--- src/hw/rtl/gpd_pkg.sv ---
`timescale 1ns / 1ps

package gpd_pkg;

    localparam int WORD_BITS          = 16;
    localparam int CNT_W              = 21;
    localparam int DIST_W             = 19;
    localparam int DIST_MAG           = 2 ** (DIST_W - 1);
    localparam int MAX_MARKERS_DEF    = 1048576;
    localparam int FRACTION_BITS_DEF  = 16;

    localparam int NCLS               = 5;
    localparam int CLS_HH             = 0;
    localparam int CLS_IBS0           = 1;
    localparam int CLS_HOM            = 2;
    localparam int CLS_HET1           = 3;
    localparam int CLS_HET2           = 4;

    localparam int S_TDATA_W          = ((5 * WORD_BITS + 7) / 8) * 8;
    localparam int M_PAYLOAD_W        = 6 * CNT_W + DIST_W;
    localparam int M_TDATA_W          = ((M_PAYLOAD_W + 7) / 8) * 8;

    typedef struct packed {
        logic het2;
        logic het1;
        logic hom;
        logic ibs0;
        logic hethet;
    } t_cls;

    typedef enum logic [2:0] {
        S_ACC,
        S_FLUSH,
        S_PREP,
        S_DIV,
        S_DONE
    } t_state;

endpackage

--- src/hw/rtl/genotype_pair_distance_top.sv ---
// Flow: after a last word transfer the FSM steps through S_FLUSH, S_PREP, S_DIV and S_DONE;
//   S_DIV is skipped when no marker is genotyped in both; S_DONE waits for a free output.
// Throughput: one word per cycle while accumulating; after a last word the input stalls
//   until S_DONE loads the result, held up by the restoring divider (one quotient bit a cycle).
// Reset: synchronous active-low i_rst_n clears the counts, the control FSM and the
//   output valid.
`timescale 1ns / 1ps

module genotype_pair_distance_top
    import gpd_pkg::*;
#(
    parameter int MAX_MARKERS   = MAX_MARKERS_DEF,
    parameter int FRACTION_BITS = FRACTION_BITS_DEF
) (
    input  logic                  i_clk,
    input  logic                  i_rst_n,
    input  logic                  s_axis_tvalid,
    output logic                  s_axis_tready,
    // first_plane_a, second_plane_a, first_plane_b, second_plane_b, marker_mask
    input  logic [S_TDATA_W-1:0]  s_axis_tdata,
    input  logic                  s_axis_tlast,
    output logic                  m_axis_tvalid,
    input  logic                  m_axis_tready,
    // hethet_count, opposite_hom_count, same_hom_count, het_first_count,
    // het_second_count, nonmissing_count, distance, zero fill
    output logic [M_TDATA_W-1:0]  m_axis_tdata,
    // no_markers
    output logic                  m_axis_tuser
);

    localparam int AW    = $clog2(MAX_MARKERS + 1);
    localparam int NUM_W = AW + 3;
    localparam int SW    = AW + 4;
    localparam int DVD_W = NUM_W + FRACTION_BITS;
    localparam int QW    = (DVD_W > DIST_W) ? DVD_W : DIST_W;

    t_state                   r_state;
    t_state                   n_state;
    logic                     in_xfer;
    t_cls [WORD_BITS-1:0]     cls;
    logic [NCLS-1:0][AW-1:0]  acc;
    logic                     div_start;
    logic                     div_done;
    logic [DVD_W-1:0]         quo;
    logic [QW-1:0]            quo_w;
    logic                     load;

    logic signed [SW-1:0]     s_hh, s_ib0, s_hom, s_h1, s_h2;
    logic signed [SW-1:0]     nm_s, num_s;
    logic [AW-1:0]            nm;
    logic [NUM_W-1:0]         num;
    logic [AW-1:0]            r_nm;
    logic [DIST_W-1:0]        mag;
    logic [DIST_W-1:0]        neg_dist;

    logic                     r_out_vld;
    logic [M_TDATA_W-1:0]     r_out_data;
    logic                     r_out_none;

    assign s_axis_tready = (r_state == S_ACC);
    assign in_xfer       = s_axis_tvalid && s_axis_tready;

    for (genvar g = 0; g < WORD_BITS; g++) begin : g_lane
        gpd_lane u_lane (
            .i_first_a  (s_axis_tdata[g]),
            .i_second_a (s_axis_tdata[WORD_BITS + g]),
            .i_first_b  (s_axis_tdata[2 * WORD_BITS + g]),
            .i_second_b (s_axis_tdata[3 * WORD_BITS + g]),
            .i_mask     (s_axis_tdata[4 * WORD_BITS + g]),
            .o_cls      (cls[g])
        );
    end

    gpd_merge #(
        .MAX_MARKERS (MAX_MARKERS),
        .AW          (AW)
    ) u_merge (
        .i_clk   (i_clk),
        .i_rst_n (i_rst_n),
        .i_vld   (in_xfer),
        .i_cls   (cls),
        .i_clr   (load),
        .o_acc   (acc)
    );

    assign s_hh  = $signed({4'b0, acc[CLS_HH]});
    assign s_ib0 = $signed({4'b0, acc[CLS_IBS0]});
    assign s_hom = $signed({4'b0, acc[CLS_HOM]});
    assign s_h1  = $signed({4'b0, acc[CLS_HET1]});
    assign s_h2  = $signed({4'b0, acc[CLS_HET2]});

    assign nm_s  = s_hom + s_ib0 + s_h1 + s_h2 - s_hh;
    assign num_s = s_h1 + s_h2 - (s_hh <<< 1) + (s_ib0 <<< 2);

    always_comb begin
        if (nm_s < 0) begin
            nm = '0;
        end else if (nm_s > SW'(MAX_MARKERS)) begin
            nm = AW'(MAX_MARKERS);
        end else begin
            nm = nm_s[AW-1:0];
        end
        num = (num_s < 0) ? '0 : num_s[NUM_W-1:0];
    end

    gpd_div #(
        .AW            (AW),
        .NUM_W         (NUM_W),
        .FRACTION_BITS (FRACTION_BITS)
    ) u_div (
        .i_clk      (i_clk),
        .i_rst_n    (i_rst_n),
        .i_start    (div_start),
        .i_dividend (num),
        .i_divisor  (nm),
        .o_done     (div_done),
        .o_quo      (quo)
    );

    always_ff @(posedge i_clk) begin
        if (!i_rst_n) begin
            r_state <= S_ACC;
        end else begin
            r_state <= n_state;
        end
    end

    always_comb begin
        n_state   = r_state;
        div_start = 1'b0;
        load      = 1'b0;
        unique case (r_state)
            S_ACC: begin
                if (in_xfer && s_axis_tlast) begin
                    n_state = S_FLUSH;
                end
            end
            S_FLUSH: begin
                n_state = S_PREP;
            end
            S_PREP: begin
                if (nm == '0) begin
                    n_state = S_DONE;
                end else begin
                    div_start = 1'b1;
                    n_state   = S_DIV;
                end
            end
            S_DIV: begin
                if (div_done) begin
                    n_state = S_DONE;
                end
            end
            S_DONE: begin
                if (!r_out_vld || m_axis_tready) begin
                    load    = 1'b1;
                    n_state = S_ACC;
                end
            end
            default: begin
                n_state = S_ACC;
            end
        endcase
    end

    always_ff @(posedge i_clk) begin
        if (r_state == S_PREP) begin
            r_nm <= nm;
        end
    end

    assign quo_w    = QW'(quo);
    assign mag      = (quo_w > QW'(DIST_MAG)) ? DIST_W'(DIST_MAG) : quo_w[DIST_W-1:0];
    assign neg_dist = (r_nm == '0) ? '0 : DIST_W'(-mag);

    always_ff @(posedge i_clk) begin
        if (!i_rst_n) begin
            r_out_vld <= 1'b0;
        end else if (load) begin
            r_out_vld <= 1'b1;
        end else if (m_axis_tready) begin
            r_out_vld <= 1'b0;
        end
    end

    always_ff @(posedge i_clk) begin
        if (load) begin
            r_out_data <= M_TDATA_W'({neg_dist,
                                      CNT_W'(r_nm),
                                      CNT_W'(acc[CLS_HET2]),
                                      CNT_W'(acc[CLS_HET1]),
                                      CNT_W'(acc[CLS_HOM]),
                                      CNT_W'(acc[CLS_IBS0]),
                                      CNT_W'(acc[CLS_HH])});
            r_out_none <= (r_nm == '0);
        end
    end

    assign m_axis_tvalid = r_out_vld;
    assign m_axis_tdata  = r_out_data;
    assign m_axis_tuser  = r_out_none;

endmodule

--- src/hw/rtl/gpd_lane.sv ---
`timescale 1ns / 1ps

module gpd_lane
    import gpd_pkg::*;
(
    input  logic i_first_a,
    input  logic i_second_a,
    input  logic i_first_b,
    input  logic i_second_b,
    input  logic i_mask,
    output t_cls o_cls
);

    logic a0, a1, b0, b1;

    assign a0 = i_first_a  & i_mask;
    assign a1 = i_second_a & i_mask;
    assign b0 = i_first_b  & i_mask;
    assign b1 = i_second_b & i_mask;

    assign o_cls.hethet = ~a0 & a1 & ~b0 & b1;
    assign o_cls.ibs0   = a0 & b0 & (a1 ^ b1);
    assign o_cls.hom    = a0 & b0 & ~(a1 ^ b1);
    assign o_cls.het1   = (b0 | b1) & ~a0 & a1;
    assign o_cls.het2   = (a0 | a1) & ~b0 & b1;

endmodule

--- src/hw/rtl/gpd_merge.sv ---
`timescale 1ns / 1ps

module gpd_merge
    import gpd_pkg::*;
#(
    parameter int MAX_MARKERS = MAX_MARKERS_DEF,
    parameter int AW          = $clog2(MAX_MARKERS_DEF + 1)
) (
    input  logic                           i_clk,
    input  logic                           i_rst_n,
    input  logic                           i_vld,
    input  t_cls [WORD_BITS-1:0]           i_cls,
    input  logic                           i_clr,
    output logic [NCLS-1:0][AW-1:0]        o_acc
);

    localparam int PC_W = $clog2(WORD_BITS + 1);

    logic                     r_vld;
    t_cls [WORD_BITS-1:0]     r_cls;
    logic [NCLS-1:0][AW-1:0]  r_acc;
    logic [NCLS-1:0][AW-1:0]  n_acc;
    logic [NCLS-1:0][PC_W-1:0] pc;
    logic [NCLS-1:0][AW:0]    sum;

    always_ff @(posedge i_clk) begin
        if (!i_rst_n) begin
            r_vld <= 1'b0;
        end else begin
            r_vld <= i_vld;
        end
    end

    always_ff @(posedge i_clk) begin
        if (i_vld) begin
            r_cls <= i_cls;
        end
    end

    always_comb begin
        pc = '0;
        for (int k = 0; k < NCLS; k++) begin
            for (int i = 0; i < WORD_BITS; i++) begin
                pc[k] = pc[k] + PC_W'(r_cls[i][k]);
            end
        end
    end

    always_comb begin
        for (int k = 0; k < NCLS; k++) begin
            sum[k] = {1'b0, r_acc[k]} + (AW + 1)'(pc[k]);
            if (sum[k] > (AW + 1)'(MAX_MARKERS)) begin
                n_acc[k] = AW'(MAX_MARKERS);
            end else begin
                n_acc[k] = sum[k][AW-1:0];
            end
        end
    end

    always_ff @(posedge i_clk) begin
        if (!i_rst_n || i_clr) begin
            r_acc <= '0;
        end else if (r_vld) begin
            r_acc <= n_acc;
        end
    end

    assign o_acc = r_acc;

endmodule

--- src/hw/rtl/gpd_div.sv ---
`timescale 1ns / 1ps

module gpd_div
    import gpd_pkg::*;
#(
    parameter int AW            = $clog2(MAX_MARKERS_DEF + 1),
    parameter int NUM_W         = $clog2(MAX_MARKERS_DEF + 1) + 3,
    parameter int FRACTION_BITS = FRACTION_BITS_DEF
) (
    input  logic                              i_clk,
    input  logic                              i_rst_n,
    input  logic                              i_start,
    input  logic [NUM_W-1:0]                  i_dividend,
    input  logic [AW-1:0]                     i_divisor,
    output logic                              o_done,
    output logic [NUM_W+FRACTION_BITS-1:0]    o_quo
);

    localparam int DVD_W = NUM_W + FRACTION_BITS;
    localparam int IT_W  = $clog2(DVD_W);

    logic             r_busy;
    logic [IT_W-1:0]  r_cnt;
    logic [AW-1:0]    r_dvs;
    logic [AW-1:0]    r_rem;
    logic [DVD_W-1:0] r_quo;
    logic [AW:0]      rem_sh;
    logic             ge;
    logic [AW:0]      rem_sub;

    assign rem_sh  = {r_rem, r_quo[DVD_W-1]};
    assign ge      = rem_sh >= {1'b0, r_dvs};
    assign rem_sub = rem_sh - {1'b0, r_dvs};
    assign o_done  = r_busy && (r_cnt == IT_W'(DVD_W - 1));
    assign o_quo   = r_quo;

    always_ff @(posedge i_clk) begin
        if (!i_rst_n) begin
            r_busy <= 1'b0;
            r_cnt  <= '0;
        end else if (i_start) begin
            r_busy <= 1'b1;
            r_cnt  <= '0;
        end else if (r_busy) begin
            r_busy <= !o_done;
            r_cnt  <= r_cnt + IT_W'(1);
        end
    end

    always_ff @(posedge i_clk) begin
        if (i_start) begin
            r_dvs <= i_divisor;
            r_rem <= '0;
            r_quo <= {i_dividend, {FRACTION_BITS{1'b0}}};
        end else if (r_busy) begin
            r_rem <= ge ? rem_sub[AW-1:0] : rem_sh[AW-1:0];
            r_quo <= {r_quo[DVD_W-2:0], ge};
        end
    end

endmodule

--- config.mk ---
export PLATFORM = sky130hd
export DESIGN_NAME = genotype_pair_distance_top
export DESIGN_NICKNAME = d
export VERILOG_FILES = /design/src/hw/rtl/gpd_pkg.sv /design/src/hw/rtl/genotype_pair_distance_top.sv /design/src/hw/rtl/gpd_lane.sv /design/src/hw/rtl/gpd_merge.sv /design/src/hw/rtl/gpd_div.sv
export SDC_FILE = /design/constraint.sdc
export NUM_CORES = 1
export LEC_CHECK = 0
export BUFFER_PORTS_ARGS = -buffer_cell sky130_fd_sc_hd__buf_2
export CAP_MARGIN = 10
export CORE_ASPECT_RATIO = 0.75
export CORE_MARGIN = 5
export CORE_UTILIZATION = 35
export CTS_CLUSTER_DIAMETER = 50
export DETAILED_ROUTE_END_ITERATION = 8
export PLACE_DENSITY = 0.48
export SLEW_MARGIN = 10
export SYNTH_ARGS = -nofsm -noshare
export SYNTH_HDL_FRONTEND = slang
export SYNTH_HIERARCHICAL = 1
export SYNTH_SLANG_ARGS = --single-unit
--- constraint.sdc ---
create_clock -name i_clk -period 13.3 [get_ports i_clk]
set_input_delay 1.33 -clock i_clk [delete_from_list [all_inputs] [get_ports i_clk]]
set_output_delay 1.33 -clock i_clk [all_outputs]
set_load 0.1 [all_outputs]
==> metrics <==
status complete, no violations; # Max-Cap Violations 0; Mean Syn Cell Area 10.1 um2; via count 22500; Worst-Skew Late Latency ~640 ps; synth cell count leaders inv_1 (361), edfxtp_1 (292), nor2_1 (292); Root Buffer Master clkbuf_16; post-synth design cell area slightly below 0.03 mm2; count leader, synth inv_1; M3 GR Usage roughly 2.8%; final slew viol count 0; Max Freq 135 MHz; final core occ 40.4%; reg2reg start u_merge/o_acc[1]$_SDFFE_PP0P_; layout cells sized above 1 between 10% and 20%; M1 GR Usage 29.9%; worst slew pin tran 1190 ps; Layout area overhead 14.5%; Finished Cell Area approximately 0.033 mm2; CTS clk-pin slew, worst paths 60 ps; GRT overflow 0; worst setup path class flip-flop to flip-flop; die area 0.0890 mm2; Most Crowded Layer GR met2; H-tree Lvls 2; Final Skew around 19 ps; Synth Area in Compound Gates 13.2%; Total GRT Usage around 20%; CTS tree built; row count 91; worst hold slack between 400 and 500 ps; critical path startpoint category flip-flop; Netlist cell types 103; Post-route DRC 0; CP arrival 7960 ps; 1st-pass router iterations 5; Final HPWL DP 71200 um; top cells by area, synth edfxtp_1 (30%), dfxtp_1 (11%), fa_1 (9.8%); Core Region 0.0823 mm2; routed len/inst 21.3 um; #FFs+latches synth 446; setup TNS 0 ps; gpl congestion 0.911; Placed Area 0.0314 mm2; Switching Share 48.5%; DR iter-0 viols around 1500; Final Hold Vio Count 0; main combinational cell family by area after synthesis simple AND/OR/NAND/NOR gates; post-synthesis simple-gate area fraction 16.7%; global-route wire length before repair roughly 140000 um; Worst Path Required 13840 ps; area share of the largest cell type after synthesis 30.2%; Worst VDD drop 0.149 mV; Die X 343 um; deepest clock path buffer count 3; cell count after synthesis roughly 2900; clock share of power 16.6%; starting density of the core 35.3%; Port Buffers around 230; Synth Area in Adders 15.7%; met2 Use GR ~30%; largest net degree at the start of global routing 83; Period Utilization, post-route 55.8%; num ports 240; Synth Area in XOR/XNOR 5.66%; CTS sink count 446; Logic pwr share 62.8%; fin crit period 7420 ps; initial antenna violation count 3; placed instance count 4153; Post-CTS Setup Repair Bufs 0; critical path endpoint category flip-flop; Vert. Die Dim 260 um; area leader, netlist edfxtp_1; async set-reset flop share out of synthesis 0%; crit path max fanout 82; Post-DRT Antenna Nets 0; relative max-transition margin 20.3%; HP Start r_nm[5]$_DFFE_PN_; sequential fraction of the synthesis area 40.8%; mux share of post-synthesis cell area roughly 1.4%; Final Non-Filler Cells 4261; Reg2Reg Setup Slack a little under 6000 ps; hold buffers post-CTS 0; Psw 4540 uW; RSZ-0062 raised after global routing no; leakage ~0.013 uW; Pwr per Cell Area about 280 mW/mm2; internal power 4810 uW; Post-layout nets 3460; Synth Flop Type edfxtp_1; Setup crit start u_merge/o_acc[1]$_SDFFE_PP0P_; Sequential Power Share 20.6%; final setup fails 0; Fill cells 8059; n_diodes 0; final WL 90700 um; total CTS buffers between 50 and 60; vias in the first global route 22200; warnings from Yosys 6; number of synthesized flops with an enable pin 292; Gates resized, CTS repair 0; Vias/cell about 5.3; HP Class flip-flop to flip-flop
[power by group through the flow]
| stage | clock network (uW) | logic (uW) | registers (uW) |
|---|---|---|---|
| 6_report | 1550 | 5870 | 1930 |
| 5_1_grt | 1650 | 6460 | 1950 |
| 4_1_cts | 1600 | 5910 | 1930 |
| 3_5_place_dp | 0 | 5870 | 1960 |
| 3_3_place_gp | 0 | 5830 | 1950 |
| 2_1_floorplan | 0 | 4020 | 2250 |
[through the flow]
| step | power [uW] | setup slack [ps] |
|---|---|---|
| CTS | 9430 | 5820 |
| detailed placement | 7830 | 5820 |
| floorplan | 6270 | 6490 |
| global route | 10100 | 5300 |
| finish | 9350 | 5880 |
| global placement | 7780 | 5970 |
[routing by layer]
metal | vias up | wire length (um)
met3 | 107 | 4910
met2 | 654 | 39100
li1 | 10600 | -
met1 | 11100 | 44900
met5 | - | 0
met4 | 0 | 1800
[cells by family (layout without fill, tap and decap cells)]
logic type | count (synthesis) | count (layout)
other | 1 | 7
XOR/XNOR | 187 | 187
AND/OR/NAND/NOR | 910 | 910
adder cells (fa/ha/maj) | 279 | 279
multiplexers | 39 | 39
AO/OA/AOI/OAI | 544 | 544
buffers and inverters | 470 | 733
flip-flops | 446 | 446
[registers in the layout, indices dropped and copies added (netlist names)]
signal and cells:
m_axis_tvalid 1, m_axis_tdata 145, u_merge/o_acc 105, u_div/r_cnt 6, u_merge/r_vld 1, r_nm 21
m_axis_tuser 1, u_div/r_rem 21, u_div/r_dvs 21, u_merge/r_cls 80, u_div/o_quo 40, r_state 3
u_div/r_busy 1
[final cells by class]
cell class	instances	area, um2	area share [%]
Inverter	362	1360	4.08
Timing Repair Buffer	263	1390	4.19
Clock inverter	37	388	1.17
Multi-Input combinational cell	1966	15400	46.2
Clock buffer	71	1510	4.54
Tap cell	1116	1400	4.20
Sequential cell	446	11900	35.6
[placed cells by master (no fill, tap or decap), types with 11 or more instances in the layout]
master / instances
nor4b_1: 13
inv_1: 361
clkbuf_16: 57
a31oi_1: 23
o21ai_0: 80
nand3_1: 76
o21a_1: 21
mux2i_1: 35
a32o_1: 24
buf_2: 232
o211ai_1: 16
nor4_1: 23
clkbuf_1: 11
a211oi_1: 30
xor2_1: 82
nand2b_1: 30
a311oi_1: 15
buf_4: 31
or3_1: 22
a22o_1: 26
nand4_1: 45
nor3b_1: 23
dfxtp_1: 152
edfxtp_1: 292
nor2_4: 11
nor3_1: 52
a21o_1: 46
xnor2_1: 104
nand2_1: 134
nor2b_1: 23
nor2_1: 289
nand3b_1: 23
and4_1: 34
fa_1: 142
nor4bb_1: 18
and3_1: 31
ha_1: 137
a21oi_1: 132
or2_2: 13
and2_1: 12
[final timing paths]
path                                                     end  cells after the start
worst max-delay path            u_div/r_rem[13]$_SDFFE_PP0P_                     23
worst min-delay path             m_axis_tdata[110]$_DFFE_PP_                      0
worst max register to register  u_div/r_rem[13]$_SDFFE_PP0P_                     23
worst min register to register   m_axis_tdata[110]$_DFFE_PP_                      0
[worst max-delay path, stage by stage (launching register included)]
cell and delay (ps):
dfxtp_1 470, inv_1 110, fa_1 500, fa_1 510
inv_1 60, fa_1 450, inv_1 110, ha_1 220
inv_1 70, fa_1 400, nand2b_1 200, a211oi_2 270
o211ai_1 150, a21oi_2 220, a31o_1 240, mux2i_1 90
or4_1 660, nor2b_1 210, a211o_1 270, nor2_4 50
buf_4 390, nor2_2 1020, nand2_1 320, o21ai_0 290
Note: power is estimated with default switching activity, not from simulation.
